### src/design/assert_macros.svh
`ifndef ASSERT_MACROS_SVH
`define ASSERT_MACROS_SVH

// Same-cycle implication, checked outside of reset.
`define PHS_ASSERT_IMP(label, clk, rst_n, ante, cons) \
  label: assert property (@(posedge clk) disable iff (!rst_n) (ante) |-> (cons)) \
    else $error("%m: assertion failed");

// Next-cycle implication, checked outside of reset.
`define PHS_ASSERT_NXT(label, clk, rst_n, ante, cons) \
  label: assert property (@(posedge clk) disable iff (!rst_n) (ante) |=> (cons)) \
    else $error("%m: assertion failed");

`endif

### src/design/phs_pkg.sv
`default_nettype none

package phs_pkg;

  localparam logic FUNC_MARK  = 1'b0;
  localparam logic FUNC_CHECK = 1'b1;

  localparam logic [63:0] HASH_MULT = 64'h9E37_79B9_7F4A_7C15;
  localparam logic [31:0] HASH_LO   = HASH_MULT[31:0];
  localparam logic [31:0] HASH_HI   = HASH_MULT[63:32];

  localparam logic [1:0] MUL_STEP_KH = 2'd1;
  localparam logic [1:0] MUL_STEP_MH = 2'd2;
  localparam logic [1:0] MUL_LAST    = 2'd3;

  localparam int QUEUE_DEPTH = 2;

  typedef enum logic [1:0] {
    MS_INSERTED = 2'd0,
    MS_PRESENT  = 2'd1,
    MS_FULL     = 2'd2,
    MS_NONE     = 2'd3
  } phs_status_t;

  typedef enum logic [1:0] {
    F_IDLE,
    F_MUL,
    F_PUSH
  } phs_front_state_t;

  typedef enum logic [1:0] {
    B_CLEAR,
    B_IDLE,
    B_PROBE
  } phs_back_state_t;

  typedef struct packed {
    logic        func;
    logic [63:0] key;
    logic [63:0] mixed;
  } phs_item_t;

endpackage

`default_nettype wire

### src/design/phs_fifo.sv
`default_nettype none

`include "assert_macros.svh"

module phs_fifo (
  input  logic               clk,
  input  logic               rst_n,
  input  logic               push,
  input  phs_pkg::phs_item_t push_item,
  output logic               full,
  output logic               valid,
  output phs_pkg::phs_item_t head,
  input  logic               pop
);

  localparam int PtrW = (phs_pkg::QUEUE_DEPTH > 1) ? $clog2(phs_pkg::QUEUE_DEPTH) : 1;
  localparam int CntW = $clog2(phs_pkg::QUEUE_DEPTH + 1);

  phs_pkg::phs_item_t entries_r [phs_pkg::QUEUE_DEPTH];
  logic [PtrW-1:0] wr_ptr_r;
  logic [PtrW-1:0] rd_ptr_r;
  logic [CntW-1:0] count_r;

  assign full  = (count_r == CntW'(phs_pkg::QUEUE_DEPTH));
  assign valid = (count_r != '0);
  assign head  = entries_r[rd_ptr_r];

  always_ff @(posedge clk) begin
    if (!rst_n) begin
      wr_ptr_r <= '0;
      rd_ptr_r <= '0;
      count_r  <= '0;
    end else begin
      if (push) begin
        wr_ptr_r <= (wr_ptr_r == PtrW'(phs_pkg::QUEUE_DEPTH - 1)) ? '0 : wr_ptr_r + 1'b1;
      end
      if (pop) begin
        rd_ptr_r <= (rd_ptr_r == PtrW'(phs_pkg::QUEUE_DEPTH - 1)) ? '0 : rd_ptr_r + 1'b1;
      end
      if (push && !pop) begin
        count_r <= count_r + 1'b1;
      end else if (pop && !push) begin
        count_r <= count_r - 1'b1;
      end
    end
  end

  always_ff @(posedge clk) begin
    if (push) begin
      entries_r[wr_ptr_r] <= push_item;
    end
  end

  `PHS_ASSERT_IMP(a_no_overflow, clk, rst_n, push, !full)
  `PHS_ASSERT_IMP(a_no_underflow, clk, rst_n, pop, valid)

endmodule

`default_nettype wire

### config.mk
export PLATFORM = sky130hd
export DESIGN_NAME = phs_fifo
export DESIGN_NICKNAME = d
export VERILOG_FILES = /design/src/design/phs_pkg.sv /design/src/design/phs_fifo.sv
export VERILOG_INCLUDE_DIRS = /design/src /design/src/design
export SDC_FILE = /design/constraint.sdc
export NUM_CORES = 1
export LEC_CHECK = 0
export ABC_AREA = 1
export BUFFER_PORTS_ARGS = -buffer_cell sky130_fd_sc_hd__buf_2
export CELL_PAD_IN_SITES_DETAIL_PLACEMENT = 1
export CELL_PAD_IN_SITES_GLOBAL_PLACEMENT = 2
export CORE_MARGIN = 5
export CORE_UTILIZATION = 25
export DETAILED_ROUTE_END_ITERATION = 6
export PLACE_DENSITY = 0.6
export RECOVER_POWER = 100
export SLEW_MARGIN = 20
export SYNTH_ARGS = -nofsm -noshare
export SYNTH_HDL_FRONTEND = slang
export SYNTH_SLANG_ARGS = --single-unit
### constraint.sdc
create_clock -name clk -period 11.43 [get_ports clk]
set_input_delay 0 -clock clk [delete_from_list [all_inputs] [get_ports clk]]
set_output_delay 0 -clock clk [all_outputs]
set_load 0.1 [all_outputs]
## Word level (Yosys, flattened, before mapping)

Memory sizes are Yosys's and may differ from the RTL's. A register that Yosys moved wholly into a read port is not among the register bits.
Index checks and enable logic that the tools add are counted.

| word-level totals | value |
|---|---|
| flip-flop bits (word level) | 4 |
| RAM bits | 258 |
| output and inout bits | 131 |
| latch bits | 0 |
| logic and storage cells | 23 |
| memories kept | 1 |
| memory bits (read-only) | 0 |

| operators by class | value |
|---|---|
| shift-type cells | 0 |
| divide/modulo/power cells | 0 |
| mux-type cells | 8 |
| bitwise gates (word level) | 0 |
| reductions and logical operators | 6 |
| multipliers | 0 |
| add/subtract/negate cells | 4 |
| equal/unequal tests | 1 |
| order comparisons | 0 |

Memories:

| name | words | bits a word | read ports | clocked after memory_dff | wr ports | line | RTL |
|---|---|---|---|---|---|---|---|
| entries_r | 2 | 129 | 1 | 1 | 1 | phs_fifo.sv:19 | `phs_pkg::phs_item_t entries_r [phs_pkg::QUEUE_DEPTH];` |

Operators by type and width:

| cell | count |
|---|---|
| 1-bit two-way mux | 6 |
| 2-bit two-way mux | 2 |
| 2-bit nonzero test | 2 |
| 1-bit adder (second input constant) | 2 |
| 2-bit by 1-bit adder with 2-bit output (second input constant) | 1 |
| 2-bit == test (second input constant) | 1 |
| 1-bit logical AND | 2 |
| 1-bit zero test | 2 |
| 2-bit by 1-bit subtractor with 2-bit output (second input constant) | 1 |

## Depth between registers and ports, before layout

| depth | value |
|---|---|
| depth in word-level cells | 4 |
| mapped depth | 8 |

## Worst setup path after synthesis

Ideal clock, no wire load.

| timing | value |
|---|---|
| path type | reg-to-reg |
| from | register wr_ptr_r |
| to | memory entries_r[0][0] (netlist name), enable pin |
| period minus slack after synthesis | 6.294 ns |
| arrival | 5.671 ns |
| data required time | 10.808 ns |
| setup time | 0.622 ns |
| buffers on the path | 0 |
| stages on the path, launching flop included | 2 |
| setup slack | 5.136 ns |
| cells stage by stage | dfxtp_1 > nor2_1 |

RTL lines:

| element | line | RTL |
|---|---|---|
| start, declared | phs_fifo.sv:20 | `logic [PtrW-1:0] wr_ptr_r;` |
| start signal, assigned | phs_fifo.sv:35 | `wr_ptr_r <= (wr_ptr_r == PtrW'(phs_pkg::QUEUE_DEPTH - 1)) ? '0 : wr_ptr_r + 1'b1;` |
| end, declared | phs_fifo.sv:19 |  |

Straight into the memory's write port.

==> flow_metrics.tcl <==
set metrics [dict create \
    power_density_nw_per_um2 189 \
    root_buffer "clkbuf_16" \
    synth_xor_area_frac 0 \
    vias_per_cell 3.95 \
    netlist-cell-type-count 13 \
    post-place-ws_ns 9.18 \
    first_iter_violations 123 \
    setup_ws_ns 5.84 \
    antenna_found_initial 0 \
    path_clk_slew_ns 0.06 \
    vdd.ir_drop.worst_v 0.000120 \
    cellLeakagePower_uw 0.00451 \
    start_util 0.254 \
    syn_to_final_growth_pct 39.9 \
    setup_tns_ns 0 \
    critPathMaxFanout 56 \
    grt_pass1_vias 6351 \
    status "finished, violations left" \
    dieArea_um2 42300 \
    wl_met3_mm 1.54 \
    clock_skew_ns 0.0107 \
    cts-buffers-inserted 30 \
    cp_common_cell "clkbuf_1" \
    row_count 71 \
    antenna_cells 0 \
    first_pass_iters 4 \
    cts_tree "built" \
    final-hold-violation-count 0 \
    clock_latency_ns 0.55 \
    die_y_um 206 \
    worst_pin_slew_ns 4.15 \
    synth_mux_area_frac 0.152 \
    yosys.area_share.adder 0.00131 \
    finalCriticalPeriod_ns 5.59 \
    path_class "register to primary output" \
    violations "max-capacitance violations, max-slew violations" \
    gp_routability_congestion 0.718 \
    ioPinCount 264 \
    htree_num_levels 1 \
    synthSimpleGateAreaFrac 0.00784 \
    hp-class "input port to register" \
    crit_path_top_delay_cell "clkbuf_1" \
    grt_max_degree 67 \
    coreArea_um2 37800 \
    startpoint_type "register" \
    slew_viol_final 382 \
    post_cts_buffers 0 \
    die_w_um 206 \
    track_usage 0.108 \
    ant_nets 0 \
    drc 0 \
    seq_area_um2 7850 \
    synth_top_family_by_area "multiplexers" \
    vias 5504 \
    worst_ep_arrival_time_ns 5.59 \
    setup_viol 0 \
    yosysSeqAreaShare 0.819 \
    clockBufferDepth 3 \
    nFillCells 3969 \
    grt_overflow_total 0 \
    met2_length_mm 12.0 \
    endpoint_kind "primary output" \
    syn-num-nets 570 \
    cp.required_ns 11.43 \
    finalCritPeriodShare 0.489 \
    wire_per_inst_um 16.9 \
    synth_cells 436 \
    synth_area_um2 9580 \
    final_nets 992 \
    fmax_mhz 179 \
    ys_warn_count 0 \
    rsz0062_at_grt "false" \
    relSlewSlack -1.77 \
    drt_wl_total_mm 23.5 \
    clock-sinks 263 \
    multi_input_area_um2 1550 \
    drive_gt1_frac 0.245 \
    ys_seq_elements 263 \
    hpwl_mm 14.6 \
    cts_resized 0 \
    path_cells "clkbuf_1 > mux2_2 > clkbuf_1" \
    holdBufCountCts 135 \
    numPortBuffers 263 \
    drv_cap 8 \
    wl_met1_mm 9.24 \
    syn_area_per_cell_um2 22.0 \
    grt_pass1_wl_mm 35.6 \
    crit_path_max_incr_delay_ns 2.67 \
    top_layer_used "met4" \
    synth_compound_area_frac 0.00104 \
]
[cell usage after synthesis, drive strengths merged]
library cell | count | area (µm²)
ha | 1 | 12.5
a21oi | 1 | 5.00
dfxtp | 5 | 100
nand2 | 9 | 33.8
nand3 | 1 | 5.00
inv | 8 | 30.0
nand4 | 1 | 6.26
nor2 | 8 | 30.0
mux2 | 129 | 1450
buf | 14 | 151
o21ai | 1 | 5.00
edfxtp | 258 | 7750
[registers in the layout, summed over array words and instances (netlist names), named ones only]
signal / flops
entries_r: 258
count_r: 2
rd_ptr_r: 1
wr_ptr_r: 1
[kinds of logic (layout without fill, tap and decap cells)]
| logic type | after synthesis | count (layout) |
|---|---|---|
| mux | 129 | 129 |
| flops | 263 | 263 |
| buf+inv | 22 | 467 |
| simple gates | 19 | 19 |
| compound gates | 2 | 2 |
| fa+ha+maj | 1 | 1 |
[per-layer routing]
metal  vias up  GRT usage
met4         0     0.0313
met2       158      0.193
met1      2727      0.127
met3        45     0.0303
met5         -          0
li1       2574          -
[layout by cell type, fill, tap and decap left out, drive strengths merged, types with 2 or more instances in the layout]
cell,netlist,layout
buf,14,48
clkbuf,0,256
nor2,8,8
edfxtp,258,258
dfxtp,5,5
mux2,129,129
dlygate4sd3,0,135
nand2,9,9
inv,8,7
clkinv,0,18
clkinvlp,0,2
[worst max-delay path, delay by kind of cell, from the launching register on]
kind,cells,cell delay (ns)
muxes,1,0.55
DFF,1,0.86
buffers and inverters,2,3.59
[worst paths after layout]
| path | to | slack [ns] | cells after the start | from |
|---|---|---|---|---|
| hold reg to reg | register | 0.51 | 2 | rd_ptr_r$_SDFFE_PN0P_ |
| setup / recovery | head[114] | 5.84 | 3 | register |
| hold / removal | entries_r[0][120]$_DFFE_PP_ | 0.18 | 2 | push_item[120] |
| setup reg to reg | entries_r[0][54]$_DFFE_PP_ | 6.25 | 2 | wr_ptr_r$_SDFFE_PN0P_ |
[final cells by class]
class | count | area share
Sequential cell | 263 | 0.585
Timing Repair Buffer | 404 | 0.181
Multi-Input combinational cell | 151 | 0.116
Clock buffer | 35 | 0.0590
Tap cell | 511 | 0.0477
Clock inverter | 20 | 0.00896
Inverter | 8 | 0.00233
[report_power, final]
part	switching (µW)	internal (µW)	leakage [µW]
sequential	11.7	1120	0.00246
clock	373	512	0.000451
combinational	408	104	0.00160
total	792	1740	0.00451
[per-stage QoR]
| step | hold WS, ns | power [µW] | cell area (µm²) | std cells | util |
|---|---|---|---|---|---|
| 2_1_floorplan | 0.0989 | 1550 | 9580 | 436 | - |
| 3_3_place_gp | 0.188 | 1640 | 11400 | 1202 | 0.303 |
| 3_5_place_dp | 0.191 | 1640 | 11400 | 1202 | 0.303 |
| 4_1_cts | 0.124 | 2580 | 13700 | 1392 | 0.363 |
| 5_1_grt | 0.140 | 2640 | 13400 | 1392 | 0.355 |
| 6_report | 0.176 | 2530 | 13400 | 1392 | 0.355 |
Note: power is estimated with default switching activity, not from simulation.
