$ cat src/design/assert_macros.svh
`ifndef ASSERT_MACROS_SVH
`define ASSERT_MACROS_SVH

// Same-cycle implication, checked outside of reset.
`define PHS_ASSERT_IMP(label, clk, rst_n, ante, cons) \
  label: assert property (@(posedge clk) disable iff (!rst_n) (ante) |-> (cons)) \
    else $error("%m: assertion failed");

// Next-cycle implication, checked outside of reset.
`define PHS_ASSERT_NXT(label, clk, rst_n, ante, cons) \
  label: assert property (@(posedge clk) disable iff (!rst_n) (ante) |=> (cons)) \
    else $error("%m: assertion failed");

`endif

$ cat src/design/phs_pkg.sv
`default_nettype none

package phs_pkg;

  localparam logic FUNC_MARK  = 1'b0;
  localparam logic FUNC_CHECK = 1'b1;

  localparam logic [63:0] HASH_MULT = 64'h9E37_79B9_7F4A_7C15;
  localparam logic [31:0] HASH_LO   = HASH_MULT[31:0];
  localparam logic [31:0] HASH_HI   = HASH_MULT[63:32];

  localparam logic [1:0] MUL_STEP_KH = 2'd1;
  localparam logic [1:0] MUL_STEP_MH = 2'd2;
  localparam logic [1:0] MUL_LAST    = 2'd3;

  localparam int QUEUE_DEPTH = 2;

  typedef enum logic [1:0] {
    MS_INSERTED = 2'd0,
    MS_PRESENT  = 2'd1,
    MS_FULL     = 2'd2,
    MS_NONE     = 2'd3
  } phs_status_t;

  typedef enum logic [1:0] {
    F_IDLE,
    F_MUL,
    F_PUSH
  } phs_front_state_t;

  typedef enum logic [1:0] {
    B_CLEAR,
    B_IDLE,
    B_PROBE
  } phs_back_state_t;

  typedef struct packed {
    logic        func;
    logic [63:0] key;
    logic [63:0] mixed;
  } phs_item_t;

endpackage

`default_nettype wire

$ cat src/design/phs_front.sv
`default_nettype none

`include "assert_macros.svh"

module phs_front (
  input  logic                clk,
  input  logic                rst_n,
  input  logic                start,
  output logic                busy,
  input  logic                in_func,
  input  logic [31:0]         in_table_id,
  input  logic [31:0]         in_block_number,
  input  logic                hold,
  input  logic                q_full,
  output logic                push,
  output phs_pkg::phs_item_t  push_item
);

  phs_pkg::phs_front_state_t state_r, state_nxt;
  logic [1:0]  step_r;
  logic        func_r;
  logic [63:0] key_r;
  logic [63:0] prod_r;
  logic [63:0] acc_r;
  logic [31:0] op_a;
  logic [31:0] op_b;
  logic [63:0] prod_nxt;
  logic        accept;

  assign busy   = (state_r != phs_pkg::F_IDLE) || hold;
  assign accept = start && !busy;

  always_comb begin
    state_nxt = state_r;
    unique case (state_r)
      phs_pkg::F_IDLE: begin
        if (accept) state_nxt = phs_pkg::F_MUL;
      end
      phs_pkg::F_MUL: begin
        if (step_r == phs_pkg::MUL_LAST) state_nxt = phs_pkg::F_PUSH;
      end
      phs_pkg::F_PUSH: begin
        if (!q_full) state_nxt = phs_pkg::F_IDLE;
      end
      default: state_nxt = phs_pkg::F_IDLE;
    endcase
  end

  always_comb begin
    op_a            = (step_r == phs_pkg::MUL_STEP_KH) ? key_r[63:32] : key_r[31:0];
    op_b            = (step_r == phs_pkg::MUL_STEP_MH) ? phs_pkg::HASH_HI : phs_pkg::HASH_LO;
    prod_nxt        = {32'd0, op_a} * {32'd0, op_b};
    push            = (state_r == phs_pkg::F_PUSH) && !q_full;
    push_item.func  = func_r;
    push_item.key   = key_r;
    push_item.mixed = acc_r ^ (acc_r >> 32);
  end

  always_ff @(posedge clk) begin
    if (!rst_n) begin
      state_r <= phs_pkg::F_IDLE;
      step_r  <= 2'd0;
    end else begin
      state_r <= state_nxt;
      if (accept) begin
        step_r <= 2'd0;
      end else if (state_r == phs_pkg::F_MUL) begin
        step_r <= step_r + 2'd1;
      end
    end
  end

  always_ff @(posedge clk) begin
    if (accept) begin
      func_r <= in_func;
      key_r  <= {in_table_id, in_block_number};
    end
    if (state_r == phs_pkg::F_MUL) begin
      prod_r <= prod_nxt;
      if (step_r == phs_pkg::MUL_STEP_KH) begin
        acc_r <= prod_r;
      end else if (step_r != 2'd0) begin
        acc_r[63:32] <= acc_r[63:32] + prod_r[31:0];
      end
    end
  end

  `PHS_ASSERT_NXT(a_accept_busy, clk, rst_n, accept, busy)

endmodule

`default_nettype wire

$ cat config.mk
export PLATFORM = sky130hd
export DESIGN_NAME = phs_front
export DESIGN_NICKNAME = d
export VERILOG_FILES = /design/src/design/phs_pkg.sv /design/src/design/phs_front.sv
export VERILOG_INCLUDE_DIRS = /design/src /design/src/design
export SDC_FILE = /design/constraint.sdc
export NUM_CORES = 2
export LEC_CHECK = 0
export ABC_AREA = 1
export BUFFER_PORTS_ARGS = -buffer_cell sky130_fd_sc_hd__buf_2
export CORE_ASPECT_RATIO = 0.7
export CORE_MARGIN = 2
export CORE_UTILIZATION = 55
export CTS_CLUSTER_SIZE = 8
export DETAILED_ROUTE_END_ITERATION = 6
export PLACE_DENSITY = 0.78
export SLEW_MARGIN = 40
export SYNTH_ARGS = -nofsm -noshare
export SYNTH_HDL_FRONTEND = slang
export SYNTH_SLANG_ARGS = --single-unit
$ cat constraint.sdc
create_clock -name clk -period 11.95 [get_ports clk]
set_input_delay 2.39 -clock clk [delete_from_list [all_inputs] [get_ports clk]]
set_output_delay 2.39 -clock clk [all_outputs]
set_load 0.02 [all_outputs]
## After elaboration in Yosys (flattened, before gate mapping)

Cells that the tools add are included.

- Divide/modulo/power cells: 0
- Reduce and logical (&&, ||, !) cells: 13
- Multiplexer cells: 8
- Equal/unequal tests: 8
- Bitwise gates (word level): 2
- Multipliers: 1
- Shifts and indexed selects: 0
- Add/sub/neg operators: 2
- Magnitude comparators: 0

Operators with widths:

| kind | count |
|---|---|
| $mux 32 | 4 |
| $mul 32x32->64 | 1 |
| $xor 64x32->64 | 1 |
| $add 32x32->32 | 1 |
| $eq 2x2->1 const B | 3 |
| $mux 2 | 3 |
| $ne 2x2->1 const B | 3 |
| $pmux 2 s3 | 1 |
| $reduce_bool 2->1 | 3 |
| $eq 2x1->1 const B | 2 |
| $reduce_and 2->1 | 2 |
| $reduce_and 3->1 | 1 |
| $add 2x1->2 const B | 1 |
| $logic_and 1x1->1 | 2 |
| $logic_not 1->1 | 2 |
| $logic_not 2->1 | 1 |
| $reduce_or 2->1 | 1 |
| $logic_or 1x1->1 | 1 |
| $not 1->1 | 1 |

- Memories: 0
- Bits in writable memories: 0
- Logic and storage cells: 41
- Output and inout port bits: 131
- Bits in read-only memories: 0
- Register bits after elaboration: 197
- Bits in latches: 0

## Longest topological paths before layout

- Depth in word-level cells: 6
- Mapped depth: 41
- Gate-level depth less buffers: 39

## Worst setup path before layout

OpenSTA, ideal clock, no wires.

- Path type: register to register
- Start point: register step_r[1]
- End point: register prod_r[60] (data pin)
- Stages on the path, launching flop included: 32
- Setup time: 0.253 ns
- Arrival: 7.192 ns
- Path slack: 4.505 ns
- Data required time: 11.697 ns
- Path buffers: 3
- Path through: dfxtp_1 inv_1 ha_1 buf_6 buf_4 buf_4 o21ai_1 inv_1 nor2_1 inv_1 fa_1 inv_1 ha_1 inv_1 fa_1 fa_1 inv_1 fa_1 fa_1 fa_1 inv_1 fa_1 inv_1 ha_1 nand2_1 nor2_1 nand2_1 nor2_1 and3_1 nand2_1 nand4_1 nand2_1

- Longest elaborated chain between the ends: 3

Ends and longest elaborated chain:

| element | RTL line | RTL |
|---|---|---|
| from (decl) | phs_front.sv:20 | `logic [1:0] step_r;` |
| from (signal assigned) | phs_front.sv:68 | `step_r <= step_r + 2'd1;` |
| $eq 2x1->1 or $eq 2x2->1 (tied branches) | phs_front.sv:50, phs_front.sv:51 |  |
| $mux 32, on equally long branches | phs_front.sv:50, phs_front.sv:51 |  |
| $mul 32x32->64 (*) | phs_front.sv:52 | `prod_nxt = {32'd0, op_a} * {32'd0, op_b};` |
| named net prod_nxt[60] | phs_front.sv:27 | `logic [63:0] prod_nxt;` |
| to (signal assigned) | phs_front.sv:79 | `prod_r <= prod_nxt;` |
| to (decl) | phs_front.sv:23 | `logic [63:0] prod_r;` |

The timed path passes the listed nets; every way through them passes the cells marked *.
A chain may end at the register's enable or synchronous reset.

## Worst setup path in the final report

- Start point: register step_r[1]
- End point: register prod_r[44] (data pin)

The elaborated chain is that of the path after synthesis.

==> run summary <==
The run finished with clean final reports. The post-detailed-placement cell area came out at 0.0393 mm2. The compound-gate portion of the synthesized area was 3.60%; the overall routing resource usage was 37.3%. The path class of the lowest-slack min-delay path is reg -> reg. The routed design has 126,000 um of wire. The tools report the CTS root buffer as clkbuf_16. Post-synthesis average cell area: 8.23 um2. Count of instances resized after the clock tree is built: 0. In this run the most critical hold path is launched from prod_r[18]$_DFFE_PP_. The estimated wirelength of the detail-placed design came out at 110,000 um. The tools report the sort of element at the end of the critical path as a register. In the routed design, unresolved DRC markers number 0. The floorplan step set the die height to 223 um. The worst setup path is of the reg -> reg kind. The tools report the overall via count from detail_route as 30,100. In the final design database the tool counted 5,838 nets. In this run, the number of DRC markers left after iteration 0 of detailed routing was 3,487. Fraction of the mapped netlist area in adder cells: 46.4%. The die boundary width works out to 316 um. Buffers added to address setup during post-CTS repair amount to 0. The congestion estimate from routability-driven global placement came to 1.12. STA classifies the critical path startpoint as a register. The number of warning messages in the yosys log came out at 0. Once detail routing completed, the nets flagged for antenna violations numbered 0. Die area: 0.0704 mm2.

The slowest stage of the critical path is the nor2_1 cell. The initial utilization of the core area, before any placement, comes to 55.3%. After detailed routing, the average wire length per cell comes to 22.3 um. The critical path data arrival time was 10.20 ns. The total overflow left after global routing is 0.

Setup repair after global routing left no endpoint under its margin. The flip-flop and latch count after synthesis was 197. By area the synthesized netlist is led by fa_1 (31%), ha_1 (16%), edfxtp_1 (15%).

The gate family responsible for the most delay along the worst path was adder cells. The buffer depth of the longest clock path was 2; the fraction of the yosys area taken by sequential cells was 15.6%. Across the run, the number of max-cap violations was 0.

The number of pins with negative max-slew slack in the final report was 0; the hold buffer count at cts was 0. The logs give 58.8% for the utilization of the core after routing and 0.0376 mm2 for the cell area after technology mapping. The critical path starts at step_r[1]$_SDFFE_PP0P_.

The layout has 6,209 filler cells. The fraction of final layout cells with drive strength greater than 1 works out to 7.12%. The top cell type's share of synthesized area came out at 30.9%.

Number of standard-cell rows in the floorplan: 80. The startpoint of the worst register-to-register path is step_r[1]$_SDFFE_PP0P_. Leaving out fill and tap cells, the most frequent cells in the layout are inv_1 (1,334), nand2_1 (1,012), fa_1 (579), ha_1 (465), nor2_1 (274). The number of hold violations in the final report came out at 0.

After clock tree synthesis, the clock-pin slew on the worst setup and hold paths is 0.11 ns. Port buffering added 200 buffers. The actual transition at the worst max-transition pin was 0.857 ns. The via count normalized by instance count was 5.34. TritonCTS created 17 clock buffers. The run gives 30,100 as the number of global-route vias before repair. Adding up every negative setup slack in the final design gives 0 ns. Clock latency on the worst-skew pair, taken at its later pin, is 0.55 ns. The first global-routing pass estimated 190,000 um of wire. The library cell used most frequently in the layout, excluding fill and tap cells, is inv_1. Across the routed clock network, the largest skew measured is 0.0304 ns. After synthesis, the share of cell area in mux cells is 0%. The initial antenna violation count came out at 2. Setup violations remaining at the end of the flow were counted as 0. The largest stage delay on the critical path came out at 0.57 ns.

The area growth from synthesis to layout is 6.34%. After routing the design area is 0.0399 mm2. The H-tree generated during clock tree synthesis spans 4 levels. CTS saw 197 sinks.

The first-pass iteration count of the detailed router was 6. The number of antenna diodes in the final layout is 0. For the maximum number of pins on one net before global-route repair, the log shows 66.

Of all nets on the critical path, the largest fanout is 25. The xor/xnor cell area share of the yosys netlist was 2.42%; the placeable core area was 0.0679 mm2. The post-route clock period utilization is 83.0%. Data on the critical path is required at its endpoint by 12.23 ns. For the number of top-level pins, the log shows 201. Counting distinct cell types in the post-synthesis netlist gives 45. In the synthesized netlist, the number of instances is 4,562. Summing the areas of all and, or, nand and nor instances in the mapped netlist gives 16.7% of the synthesized area. The maximum frequency from static timing analysis was 101 MHz; the relative slew slack was 42.5%. The cell taking the most area after synthesis was fa_1. TritonCTS built the clock tree. The number of buffers and inverters on the critical path is 9. By area, the combinational part of the netlist is dominated by adder cells. The shortest clock period the worst path allows after layout works out to 9.92 ns.

In this design, the critical path's most frequently occurring cell is inv_1.
-- sequential cells by signal (all words and copies together), names as in the netlist --
| register | flops |
|---|---|
| acc_r | 64 |
| key_r | 64 |
| prod_r | 64 |
| state_r | 2 |
| step_r | 2 |
| func_r | 1 |
-- synth_stat cells, drive strengths merged --
| cell type | count |
|---|---|
| inv | 1353 |
| nand2 | 1016 |
| fa | 579 |
| ha | 466 |
| nor2 | 295 |
| edfxtp | 193 |
| nand3 | 118 |
| a21oi | 98 |
| xor2 | 94 |
| o21ai | 87 |
| buf | 66 |
| or2 | 38 |
| nand4 | 31 |
| clkbuf | 26 |
| o21bai | 25 |
| nor3 | 24 |
| o21a | 10 |
| xnor2 | 9 |
| nand3b | 6 |
| and3 | 5 |
| nor4 | 5 |
| and2 | 4 |
| dfxtp | 4 |
| a21o | 3 |
| a31oi | 2 |
| conb | 2 |
| a21boi | 1 |
| clkinv | 1 |
| o211ai | 1 |
-- per-stage QoR --
| stage | hold slack [ns] | std cells | worst slack, ns |
|---|---|---|---|
| floorplan | 0.431 | 4584 | 4.50 |
| global placement | 0.443 | 5606 | 2.18 |
| detailed placement | 0.455 | 5606 | 2.33 |
| CTS | 0.465 | 5638 | 2.27 |
| global route | 0.488 | 5638 | 1.65 |
| finish | 0.468 | 5638 | 2.03 |
-- cell families after synthesis --
| group | after synthesis |
|---|---|
| flip-flops | 197 |
| AND/OR/NAND/NOR | 1542 |
| other | 2 |
| AO/OA/AOI/OAI | 227 |
| buffers and inverters | 1446 |
| adder cells (fa/ha/maj) | 1045 |
| XOR/XNOR | 103 |
-- layer usage --
layer,track usage [%],vias to the layer above,part of all wire (%)
li1,-,13800,-
met1,57.6,14500,45
met2,49.8,1617,39
met3,11.8,166,13
met4,10.2,0,2.8
met5,0,-,0
-- final cells by class --
type / instances / area [um2] / area share (%)
timing repair buffer: 212 / 1100 / 2.75
inverter: 1354 / 5100 / 12.8
tap: 902 / 1130 / 2.83
clock inverter: 15 / 218 / 0.545
clock buffer: 17 / 425 / 1.07
multi-input combinational: 2941 / 26100 / 65.3
sequential: 197 / 5880 / 14.7
-- final timing paths --
check,slack [ns],cells past startpoint,end
setup / recovery,2.03,29,prod_r[44]$_DFFE_PP_
hold / removal,0.47,0,acc_r[18]$_DFFE_PP_
setup reg to reg,2.03,29,prod_r[44]$_DFFE_PP_
hold reg to reg,0.47,0,acc_r[18]$_DFFE_PP_
Power is not shown: default switching activity piles up to over one toggle a cycle in this logic, so the estimate is an artifact.
